[config.mk]
export PLATFORM = sky130hd
export DESIGN_NAME = sort_and_range_remove
export DESIGN_NICKNAME = d
export VERILOG_FILES = /design/src/rtl/sar_pkg.sv /design/src/rtl/sar_front.sv /design/src/rtl/sar_back.sv /design/src/rtl/sort_and_range_remove.sv
export SDC_FILE = /design/constraint.sdc
export NUM_CORES = 2
export LEC_CHECK = 0
export BUFFER_PORTS_ARGS = -buffer_cell sky130_fd_sc_hd__buf_2
export CAP_MARGIN = 10
export CORE_MARGIN = 2
export CORE_UTILIZATION = 65
export CTS_CLUSTER_DIAMETER = 60
export DETAILED_ROUTE_END_ITERATION = 8
export GPL_TIMING_DRIVEN = 0
export MAX_ROUTING_LAYER = met4
export PLACE_DENSITY_LB_ADDON = 0.3
export SYNTH_ARGS = -nofsm -noshare
export SYNTH_HDL_FRONTEND = slang
export SYNTH_HIERARCHICAL = 1
export SYNTH_SLANG_ARGS = --single-unit
[constraint.sdc]
create_clock -name clk -period 10.53 [get_ports clk]
set_clock_uncertainty 0.15 [all_clocks]
set_input_delay 1.5795 -clock clk [delete_from_list [all_inputs] [get_ports clk]]
set_output_delay 1.5795 -clock clk [all_outputs]
set_load 0.1 [all_outputs]
[src/rtl/sar_pkg.sv]
// Shared types and constants for the sort-and-range-remove block.
// Used by every module of the block and by its checker; depends on nothing.
package sar_pkg;

	localparam int unsigned DEPTH  = 64;
	localparam int unsigned VAL_W  = 32;
	localparam int unsigned IDX_W  = $clog2(DEPTH);
	localparam int unsigned CNT_W  = $clog2(DEPTH + 1);
	localparam int unsigned PAIR_W = VAL_W + IDX_W;
	localparam logic [VAL_W-1:0] SIGN_MASK = {1'b1, {(VAL_W-1){1'b0}}};

	typedef enum logic {
		OP_APPEND,
		OP_RUN
	} op_t;

	typedef enum logic [1:0] {
		STAT_OK,
		STAT_NO_START,
		STAT_NO_END,
		STAT_EMPTY
	} status_t;

	typedef enum logic [2:0] {
		ST_IDLE,
		ST_PASS,
		ST_DECIDE,
		ST_SCAN,
		ST_EMIT,
		ST_EMPTY
	} st_t;

	typedef struct packed {
		logic              command;
		logic signed [31:0] value;
		logic signed [31:0] range_start;
		logic signed [31:0] range_end;
	} item_t;

	typedef struct packed {
		logic signed [31:0] result_value;
		logic              last;
		logic              empty_res;
		status_t           status;
		logic              overflowed;
	} res_t;

	typedef struct packed {
		op_t              op;
		logic [VAL_W-1:0] value;
		logic [VAL_W-1:0] range_start;
		logic [VAL_W-1:0] range_end;
	} job_t;

endpackage

[src/rtl/sar_front.sv]
// Front end: accepts command transactions, classifies them and holds them in a
// two-entry queue for the back end. Depends on sar_pkg.
module sar_front (
	input  logic            clk,
	input  logic            arst_n,
	input  logic            start,
	input  sar_pkg::item_t  item,
	input  logic            pop,
	output logic            busy,
	output logic            job_valid,
	output sar_pkg::job_t   job
);

	sar_pkg::job_t q_q [2];
	sar_pkg::job_t job_in;
	logic          wr_ptr_q;
	logic          rd_ptr_q;
	logic [1:0]    cnt_q;
	logic          push;

	assign busy      = (cnt_q == 2'd2);
	assign job_valid = (cnt_q != 2'd0);
	assign push      = start && !busy;
	assign job       = q_q[rd_ptr_q];

	always_comb begin
		job_in.op          = item.command ? sar_pkg::OP_RUN : sar_pkg::OP_APPEND;
		job_in.value       = item.value;
		job_in.range_start = item.range_start;
		job_in.range_end   = item.range_end;
	end

	always_ff @(posedge clk) begin
		if (push) begin
			q_q[wr_ptr_q] <= job_in;
		end
	end

	always_ff @(posedge clk or negedge arst_n) begin
		if (!arst_n) begin
			wr_ptr_q <= 1'b0;
			rd_ptr_q <= 1'b0;
			cnt_q    <= 2'd0;
		end else begin
			if (push) begin
				wr_ptr_q <= ~wr_ptr_q;
			end
			if (pop) begin
				rd_ptr_q <= ~rd_ptr_q;
			end
			case ({push, pop})
				2'b10:   cnt_q <= cnt_q + 2'd1;
				2'b01:   cnt_q <= cnt_q - 2'd1;
				default: cnt_q <= cnt_q;
			endcase
		end
	end

endmodule

[src/rtl/sar_back.sv]
// Back end: value store, range status pass and selection scan that emits the
// kept values in stable ascending order. Depends on sar_pkg.
module sar_back (
	input  logic           clk,
	input  logic           arst_n,
	input  sar_pkg::job_t  job,
	input  logic           job_valid,
	output logic           pop,
	output logic           strobe,
	output sar_pkg::res_t  result
);

	logic [sar_pkg::VAL_W-1:0]  mem [sar_pkg::DEPTH];

	sar_pkg::st_t               state_q, state_d;
	logic [sar_pkg::CNT_W-1:0]  count_q;
	logic                       ovf_q;
	logic [sar_pkg::CNT_W-1:0]  n_q;
	logic                       ovf_run_q;
	logic [sar_pkg::VAL_W-1:0]  ks_q, ke_q;
	logic                       have_ge_q, have_le_q;
	logic [sar_pkg::CNT_W-1:0]  in_cnt_q;
	sar_pkg::status_t           status_q;
	logic [sar_pkg::CNT_W-1:0]  kept_q;
	logic [sar_pkg::CNT_W-1:0]  emitted_q;
	logic [sar_pkg::CNT_W-1:0]  addr_q;
	logic                       rd_vld_s1;
	logic [sar_pkg::IDX_W-1:0]  rd_idx_s1;
	logic [sar_pkg::VAL_W-1:0]  rd_data_s1;
	logic [sar_pkg::PAIR_W-1:0] prev_q, best_q;
	logic                       prev_valid_q, best_valid_q;

	logic                       rd_go, rd_last, take, emit_last;
	logic                       is_append, is_run, store_full;
	logic [sar_pkg::VAL_W-1:0]  cand_key;
	logic [sar_pkg::PAIR_W-1:0] cand;
	logic                       ge_start, le_end, removed;
	sar_pkg::status_t           status_c;
	logic [sar_pkg::CNT_W-1:0]  kept_c;

	assign is_append  = (job.op == sar_pkg::OP_APPEND);
	assign is_run     = (job.op == sar_pkg::OP_RUN);
	assign store_full = (count_q == sar_pkg::CNT_W'(sar_pkg::DEPTH));

	assign rd_go    = ((state_q == sar_pkg::ST_PASS) || (state_q == sar_pkg::ST_SCAN))
		&& (addr_q < n_q);
	assign rd_last  = rd_vld_s1 && ({1'b0, rd_idx_s1} == (n_q - sar_pkg::CNT_W'(1)));
	assign cand_key = rd_data_s1 ^ sar_pkg::SIGN_MASK;
	assign cand     = {cand_key, rd_idx_s1};
	assign ge_start = (cand_key >= ks_q);
	assign le_end   = (cand_key <= ke_q);
	assign removed  = (status_q == sar_pkg::STAT_OK) && ge_start && le_end;
	assign take     = rd_vld_s1 && !removed
		&& (!prev_valid_q || (cand > prev_q))
		&& (!best_valid_q || (cand < best_q));
	assign emit_last = ((emitted_q + sar_pkg::CNT_W'(1)) == kept_q);

	always_comb begin
		if (!have_ge_q) begin
			status_c = sar_pkg::STAT_NO_START;
		end else if (!have_le_q) begin
			status_c = sar_pkg::STAT_NO_END;
		end else begin
			status_c = sar_pkg::STAT_OK;
		end
		kept_c = (status_c == sar_pkg::STAT_OK) ? (n_q - in_cnt_q) : n_q;
	end

	always_comb begin
		state_d = state_q;
		case (state_q)
			sar_pkg::ST_IDLE: begin
				if (job_valid && is_run) begin
					state_d = (count_q == '0) ? sar_pkg::ST_EMPTY : sar_pkg::ST_PASS;
				end
			end
			sar_pkg::ST_PASS: begin
				if (rd_last) begin
					state_d = sar_pkg::ST_DECIDE;
				end
			end
			sar_pkg::ST_DECIDE: begin
				state_d = (kept_c == '0) ? sar_pkg::ST_EMPTY : sar_pkg::ST_SCAN;
			end
			sar_pkg::ST_SCAN: begin
				if (rd_last) begin
					state_d = sar_pkg::ST_EMIT;
				end
			end
			sar_pkg::ST_EMIT: begin
				state_d = emit_last ? sar_pkg::ST_IDLE : sar_pkg::ST_SCAN;
			end
			sar_pkg::ST_EMPTY: begin
				state_d = sar_pkg::ST_IDLE;
			end
			default: begin
				state_d = sar_pkg::ST_IDLE;
			end
		endcase
	end

	always_comb begin
		pop                 = (state_q == sar_pkg::ST_IDLE) && job_valid;
		strobe              = 1'b0;
		result.result_value = '0;
		result.last         = 1'b0;
		result.empty_res    = 1'b0;
		result.status       = status_q;
		result.overflowed   = ovf_run_q;
		case (state_q)
			sar_pkg::ST_EMIT: begin
				strobe              = 1'b1;
				result.result_value = best_q[sar_pkg::PAIR_W-1 -: sar_pkg::VAL_W]
					^ sar_pkg::SIGN_MASK;
				result.last         = emit_last;
			end
			sar_pkg::ST_EMPTY: begin
				strobe           = 1'b1;
				result.last      = 1'b1;
				result.empty_res = 1'b1;
			end
			default: begin
				strobe = 1'b0;
			end
		endcase
	end

	always_ff @(posedge clk) begin
		if (pop && is_append && !store_full) begin
			mem[count_q[sar_pkg::IDX_W-1:0]] <= job.value;
		end
		if (rd_go) begin
			rd_data_s1 <= mem[addr_q[sar_pkg::IDX_W-1:0]];
		end
	end

	always_ff @(posedge clk or negedge arst_n) begin
		if (!arst_n) begin
			state_q      <= sar_pkg::ST_IDLE;
			count_q      <= '0;
			ovf_q        <= 1'b0;
			addr_q       <= '0;
			rd_vld_s1    <= 1'b0;
			prev_valid_q <= 1'b0;
			best_valid_q <= 1'b0;
			emitted_q    <= '0;
		end else begin
			state_q   <= state_d;
			rd_vld_s1 <= rd_go;
			case (state_q)
				sar_pkg::ST_IDLE: begin
					addr_q <= '0;
					if (pop && is_append) begin
						if (store_full) begin
							ovf_q <= 1'b1;
						end else begin
							count_q <= count_q + sar_pkg::CNT_W'(1);
						end
					end
					if (pop && is_run) begin
						count_q <= '0;
						ovf_q   <= 1'b0;
					end
				end
				sar_pkg::ST_DECIDE: begin
					addr_q       <= '0;
					prev_valid_q <= 1'b0;
					best_valid_q <= 1'b0;
					emitted_q    <= '0;
				end
				sar_pkg::ST_SCAN: begin
					if (rd_go) begin
						addr_q <= addr_q + sar_pkg::CNT_W'(1);
					end
					if (take) begin
						best_valid_q <= 1'b1;
					end
				end
				sar_pkg::ST_EMIT: begin
					addr_q       <= '0;
					prev_valid_q <= 1'b1;
					best_valid_q <= 1'b0;
					emitted_q    <= emitted_q + sar_pkg::CNT_W'(1);
				end
				default: begin
					if (rd_go) begin
						addr_q <= addr_q + sar_pkg::CNT_W'(1);
					end
				end
			endcase
		end
	end

	always_ff @(posedge clk) begin
		rd_idx_s1 <= addr_q[sar_pkg::IDX_W-1:0];
		case (state_q)
			sar_pkg::ST_IDLE: begin
				if (pop && is_run) begin
					n_q       <= count_q;
					ovf_run_q <= ovf_q;
					ks_q      <= job.range_start ^ sar_pkg::SIGN_MASK;
					ke_q      <= job.range_end ^ sar_pkg::SIGN_MASK;
					have_ge_q <= 1'b0;
					have_le_q <= 1'b0;
					in_cnt_q  <= '0;
					status_q  <= sar_pkg::STAT_EMPTY;
				end
			end
			sar_pkg::ST_PASS: begin
				if (rd_vld_s1) begin
					have_ge_q <= have_ge_q | ge_start;
					have_le_q <= have_le_q | le_end;
					if (ge_start && le_end) begin
						in_cnt_q <= in_cnt_q + sar_pkg::CNT_W'(1);
					end
				end
			end
			sar_pkg::ST_DECIDE: begin
				status_q <= status_c;
				kept_q   <= kept_c;
			end
			sar_pkg::ST_SCAN: begin
				if (take) begin
					best_q <= cand;
				end
			end
			sar_pkg::ST_EMIT: begin
				prev_q <= best_q;
			end
			default: begin
				prev_q <= prev_q;
			end
		endcase
	end

endmodule

[src/rtl/sort_and_range_remove.sv]
// Append transactions are taken one per cycle while busy is low; a two-entry queue lets the
// front accept while the back works. A run makes a range status pass over the stored values,
// then a scan of the store and a result for each kept value, with the single-port store read
// once per cycle; an empty outcome gives a single result. Results cannot be stalled.
// Reset clears the queue, the stored count, the overflow flag and the sequencer; store contents
// are left as they are.
module sort_and_range_remove (
	input  logic           clk,
	input  logic           arst_n,
	input  logic           start,
	output logic           busy,
	input  sar_pkg::item_t item,
	output logic           strobe,
	output sar_pkg::res_t  result
);

	sar_pkg::job_t job;
	logic          job_valid;
	logic          pop;

	sar_front u_front (
		.clk       (clk),
		.arst_n    (arst_n),
		.start     (start),
		.item      (item),
		.pop       (pop),
		.busy      (busy),
		.job_valid (job_valid),
		.job       (job)
	);

	sar_back u_back (
		.clk       (clk),
		.arst_n    (arst_n),
		.job       (job),
		.job_valid (job_valid),
		.pop       (pop),
		.strobe    (strobe),
		.result    (result)
	);

endmodule

==> key figures <==
Drt
  • Via count: 52,488
  • Routed len/inst: 42.7 um
  • ANT nets after route: 1
  • Routed vias/inst: 7.54
  • Detailed router's first-iteration violation count: 9,352
  • # DRC: 0
  • Drt pass-1 iters: 7
  • Final wirelength: 298,000 um

Pwr
  • P_leak: 0.0357 uW
  • Maximum VDD drop: 0.188 mV
  • Power Density: 283 nW/um2

Setup path
  • Data arrival, critical path: 5.94 ns
  • Worst path slowest cell: nor2_4
  • R2R depth: 10
  • Crit Path Max Fanout: 18
  • Critical Path Start: u_back/count_q[0]
  • CP dominant cell by count: inv_1
  • Setup crit start kind: register
  • Crit-path cells: clkbuf_1 -> inv_1 -> ha_1 -> nand4_1 -> inv_1 -> nor3b_1 -> nor2b_1 -> nand3_1 -> nor2_4 -> buf_16
  • Worst EP required: 10.93 ns
  • R2R setup slack: 4.99 ns
  • WS Path Type: reg2reg
  • Worst R2R Start: u_back/count_q[0]
  • Crit end category: register
  • R2R Path End: u_back/mem[50][12]
  • CP max stage delay: 0.94 ns
  • Setup crit end: u_back/mem[50][12]

Global route
  • Busiest grt layer: met2
  • First-pass GRT wire length: 399,000 um
  • Met1 GRT Util: 0.484
  • Met3 GRT Util: 0.106
  • GRT overflow: 0
  • Initial antenna violation count: 37
  • GR Util met2: 0.593
  • Number of global-route vias before repair: 51,771
  • Largest net degree at the start of global routing: 65
  • GR Util All Layers: 0.396

Die
  • Core area: 148,000 um2
  • Die H: 390 um
  • Die footprint: 152,000 um2
  • Starting density of the core: 0.656
  • Std-Cell Rows: 141
  • Ports: 139
  • Chip Width: 390 um

STA
  • Final hold violation count: 0
  • # setup viols final: 0
  • Max transition margin: 0.0268
  • Setup TNS: 0 ns
  • RSZ-0062 raised after global routing: false
  • F_max: 0.181 GHz
  • Final min period: 5.54 ns
  • Fin crit share: 0.526
  • Final setup margin: 4.99 ns
  • Final Max Slew Viols: 0
  • Slew @ Worst Pin: 1.46 ns

Yosys
  • Seq/Total Area, Yosys: 0.764
  • Top post-synthesis cells by area: edfxtp_1 75%, mux4_2 16%, ha_1 2.0%, mux2_2 0.89%, dfrtp_1 0.83%
  • Post-Synthesis Cells: 4,322
  • Syn nets: 4,581
  • Post-Syn Area: 97,100 um2
  • Yosys top cell area share: 0.755
  • Largest family of logic cells by synthesized area: multiplexers
  • Commonest cells in the netlist: 2,440 x edfxtp_1, 672 x mux4_2, 169 x inv_1, 158 x ha_1, 147 x nor2_1
  • Top-count cell post-synth: edfxtp_1
  • Post-synth top area cell: edfxtp_1
  • Ys async rst share: 0.0129
  • Post-synth EDFFs: 2,440
  • Xor/xnor share of the synthesized area: 0.00289
  • Adder-cell share of the synthesized area: 0.0206
  • Simple-Gate Fraction of Synth Area: 0.0172
  • Post-synth top flop: edfxtp_1
  • Synth Register Bits: 2,478
  • Post-synthesis mux area share: 0.169
  • Synth warn: 6
  • Netlist cell types: 63
  • Post-synthesis compound-gate area fraction: 0.0114
  • Mean Syn Cell Area: 22.5 um2

Placement
  • Post-DP HPWL: 168,000 um
  • Placed Cells: 6,474
  • Pre-CTS WS: 5.53 ns
  • Buffers on Ports: 138
  • RePlAce Congestion: 0.941

Clock network
  • CTS Buf Count: 228
  • Post-cts sizing count: 0
  • Root Buffer: clkbuf_16
  • Clk buf depth: 3
  • Clock Pin Slew Worst Setup and Hold Paths: 0.07 ns
  • CTS sink cnt: 2,478
  • Clk_lat worst skew: 0.89 ns
  • Hold_buf cts: 0
  • CTS tree: built
  • H-tree depth: 4
  • # Post-CTS Setup Buffers: 0

Outcome
  • Failing checks: antenna violations
  • Status: finished with violations

Job
  • Max_cap viols: 0

Cells and area
  • Synthesis-to-finish area growth: 13.6%
  • Layout cells sized above 1: 0.291
  • Non-Filler Instances: 6,962
  • Fin nets: 5,047
  • Final Core Density: 0.745

Hold path
  • HP Class: reg2reg
worst max-delay path, delay by kind of cell (launching register included):
family        cells  cell delay (ns)
fa+ha+maj         1             0.31
simple gates      5             3.24
buf+inv           4             1.09
flops             1             0.37
metrics by stage:
step | hold slack [ns] | total power (uW) | area (um2)
detailed placement | 0.252 | 22100 | 103000
floorplan | 0.219 | 18300 | 97100
global route | 0.295 | 31700 | 110000
global placement | 0.241 | 21600 | 100000
finish | 0.283 | 31200 | 110000
CTS | 0.275 | 30600 | 110000
registers in the layout (all words and copies together) (netlist names), 32 cells and up:
name	cells
u_back/prev_q	38
u_front/q_q	194
u_back/rd_data_s1	32
u_back/ke_q	32
u_back/best_q	38
u_back/mem	2048
u_back/ks_q	32
kinds of logic after synthesis:
logic type / count (synthesis)
AND/OR/NAND/NOR: 352
multiplexers: 777
XOR/XNOR: 32
flip-flops: 2478
AO/OA/AOI/OAI: 173
buffers and inverters: 351
adder cells (fa/ha/maj): 159
power by group:
group	leakage, uW	internal (uW)	switching [uW]
registers	0.0225	12500	359
logic	0.00966	3460	6530
clock network	0.00353	4500	3800
placed cells by master, fill, tap and decap left out, types with 8 or more instances in the layout:
cell type	count
edfxtp_1	2440
mux4_2	672
clkbuf_16	234
buf_2	182
inv_1	168
ha_1	158
clkbuf_1	137
nor2_1	82
mux2_2	69
nor2_4	65
nand2_1	64
a21oi_1	56
clkinv_1	51
diode_2	50
buf_1	46
buf_12	43
buf_16	42
clkinv_2	37
o21ai_0	37
nand4_1	34
nand3_1	32
dfrtp_1	32
mux2_4	28
a21o_1	24
bufinv_16	16
xor2_1	16
xnor2_1	16
clkinvlp_4	12
nand2b_1	12
a211oi_1	10
nor3_1	10
inv_6	9
a221oi_1	8
nor4_1	8
mux2i_1	8
buf_6	8
buf_8	8
cell type report:
cell class / instances / area (um2)
Antenna cell: 50 / 125
Timing Repair Buffer: 236 / 2870
Fill cell: 7355 / 37700
Sequential cell: 2478 / 74200
Clock buffer: 292 / 6130
Buffer: 182 / 792
Inverter: 169 / 634
Tap cell: 1930 / 2410
Clock inverter: 132 / 1130
Multi-Input combinational cell: 1493 / 22000
worst min path at each step:
stage | from | endpoint | cells past startpoint
CTS | u_back/addr_q[2] | u_back/rd_idx_s1[2] | 0
global placement | u_back/addr_q[2] | u_back/rd_idx_s1[2] | 0
global route | u_back/addr_q[2] | u_back/rd_idx_s1[2] | 0
detailed placement | u_back/addr_q[2] | u_back/rd_idx_s1[2] | 0
finish | u_back/addr_q[2] | u_back/rd_idx_s1[2] | 0
floorplan | u_back/addr_q[2] | u_back/rd_idx_s1[2] | 0
per-layer routing:
| layer | share of wire | wire [um] | vias up |
|---|---|---|---|
| met5 | 0 | 0 | - |
| met4 | 0.087 | 25800 | 0 |
| met3 | 0.14 | 42800 | 1270 |
| met2 | 0.47 | 138000 | 5544 |
| met1 | 0.30 | 90500 | 26573 |
| li1 | - | - | 19101 |
(Power assumes the default switching activity.)
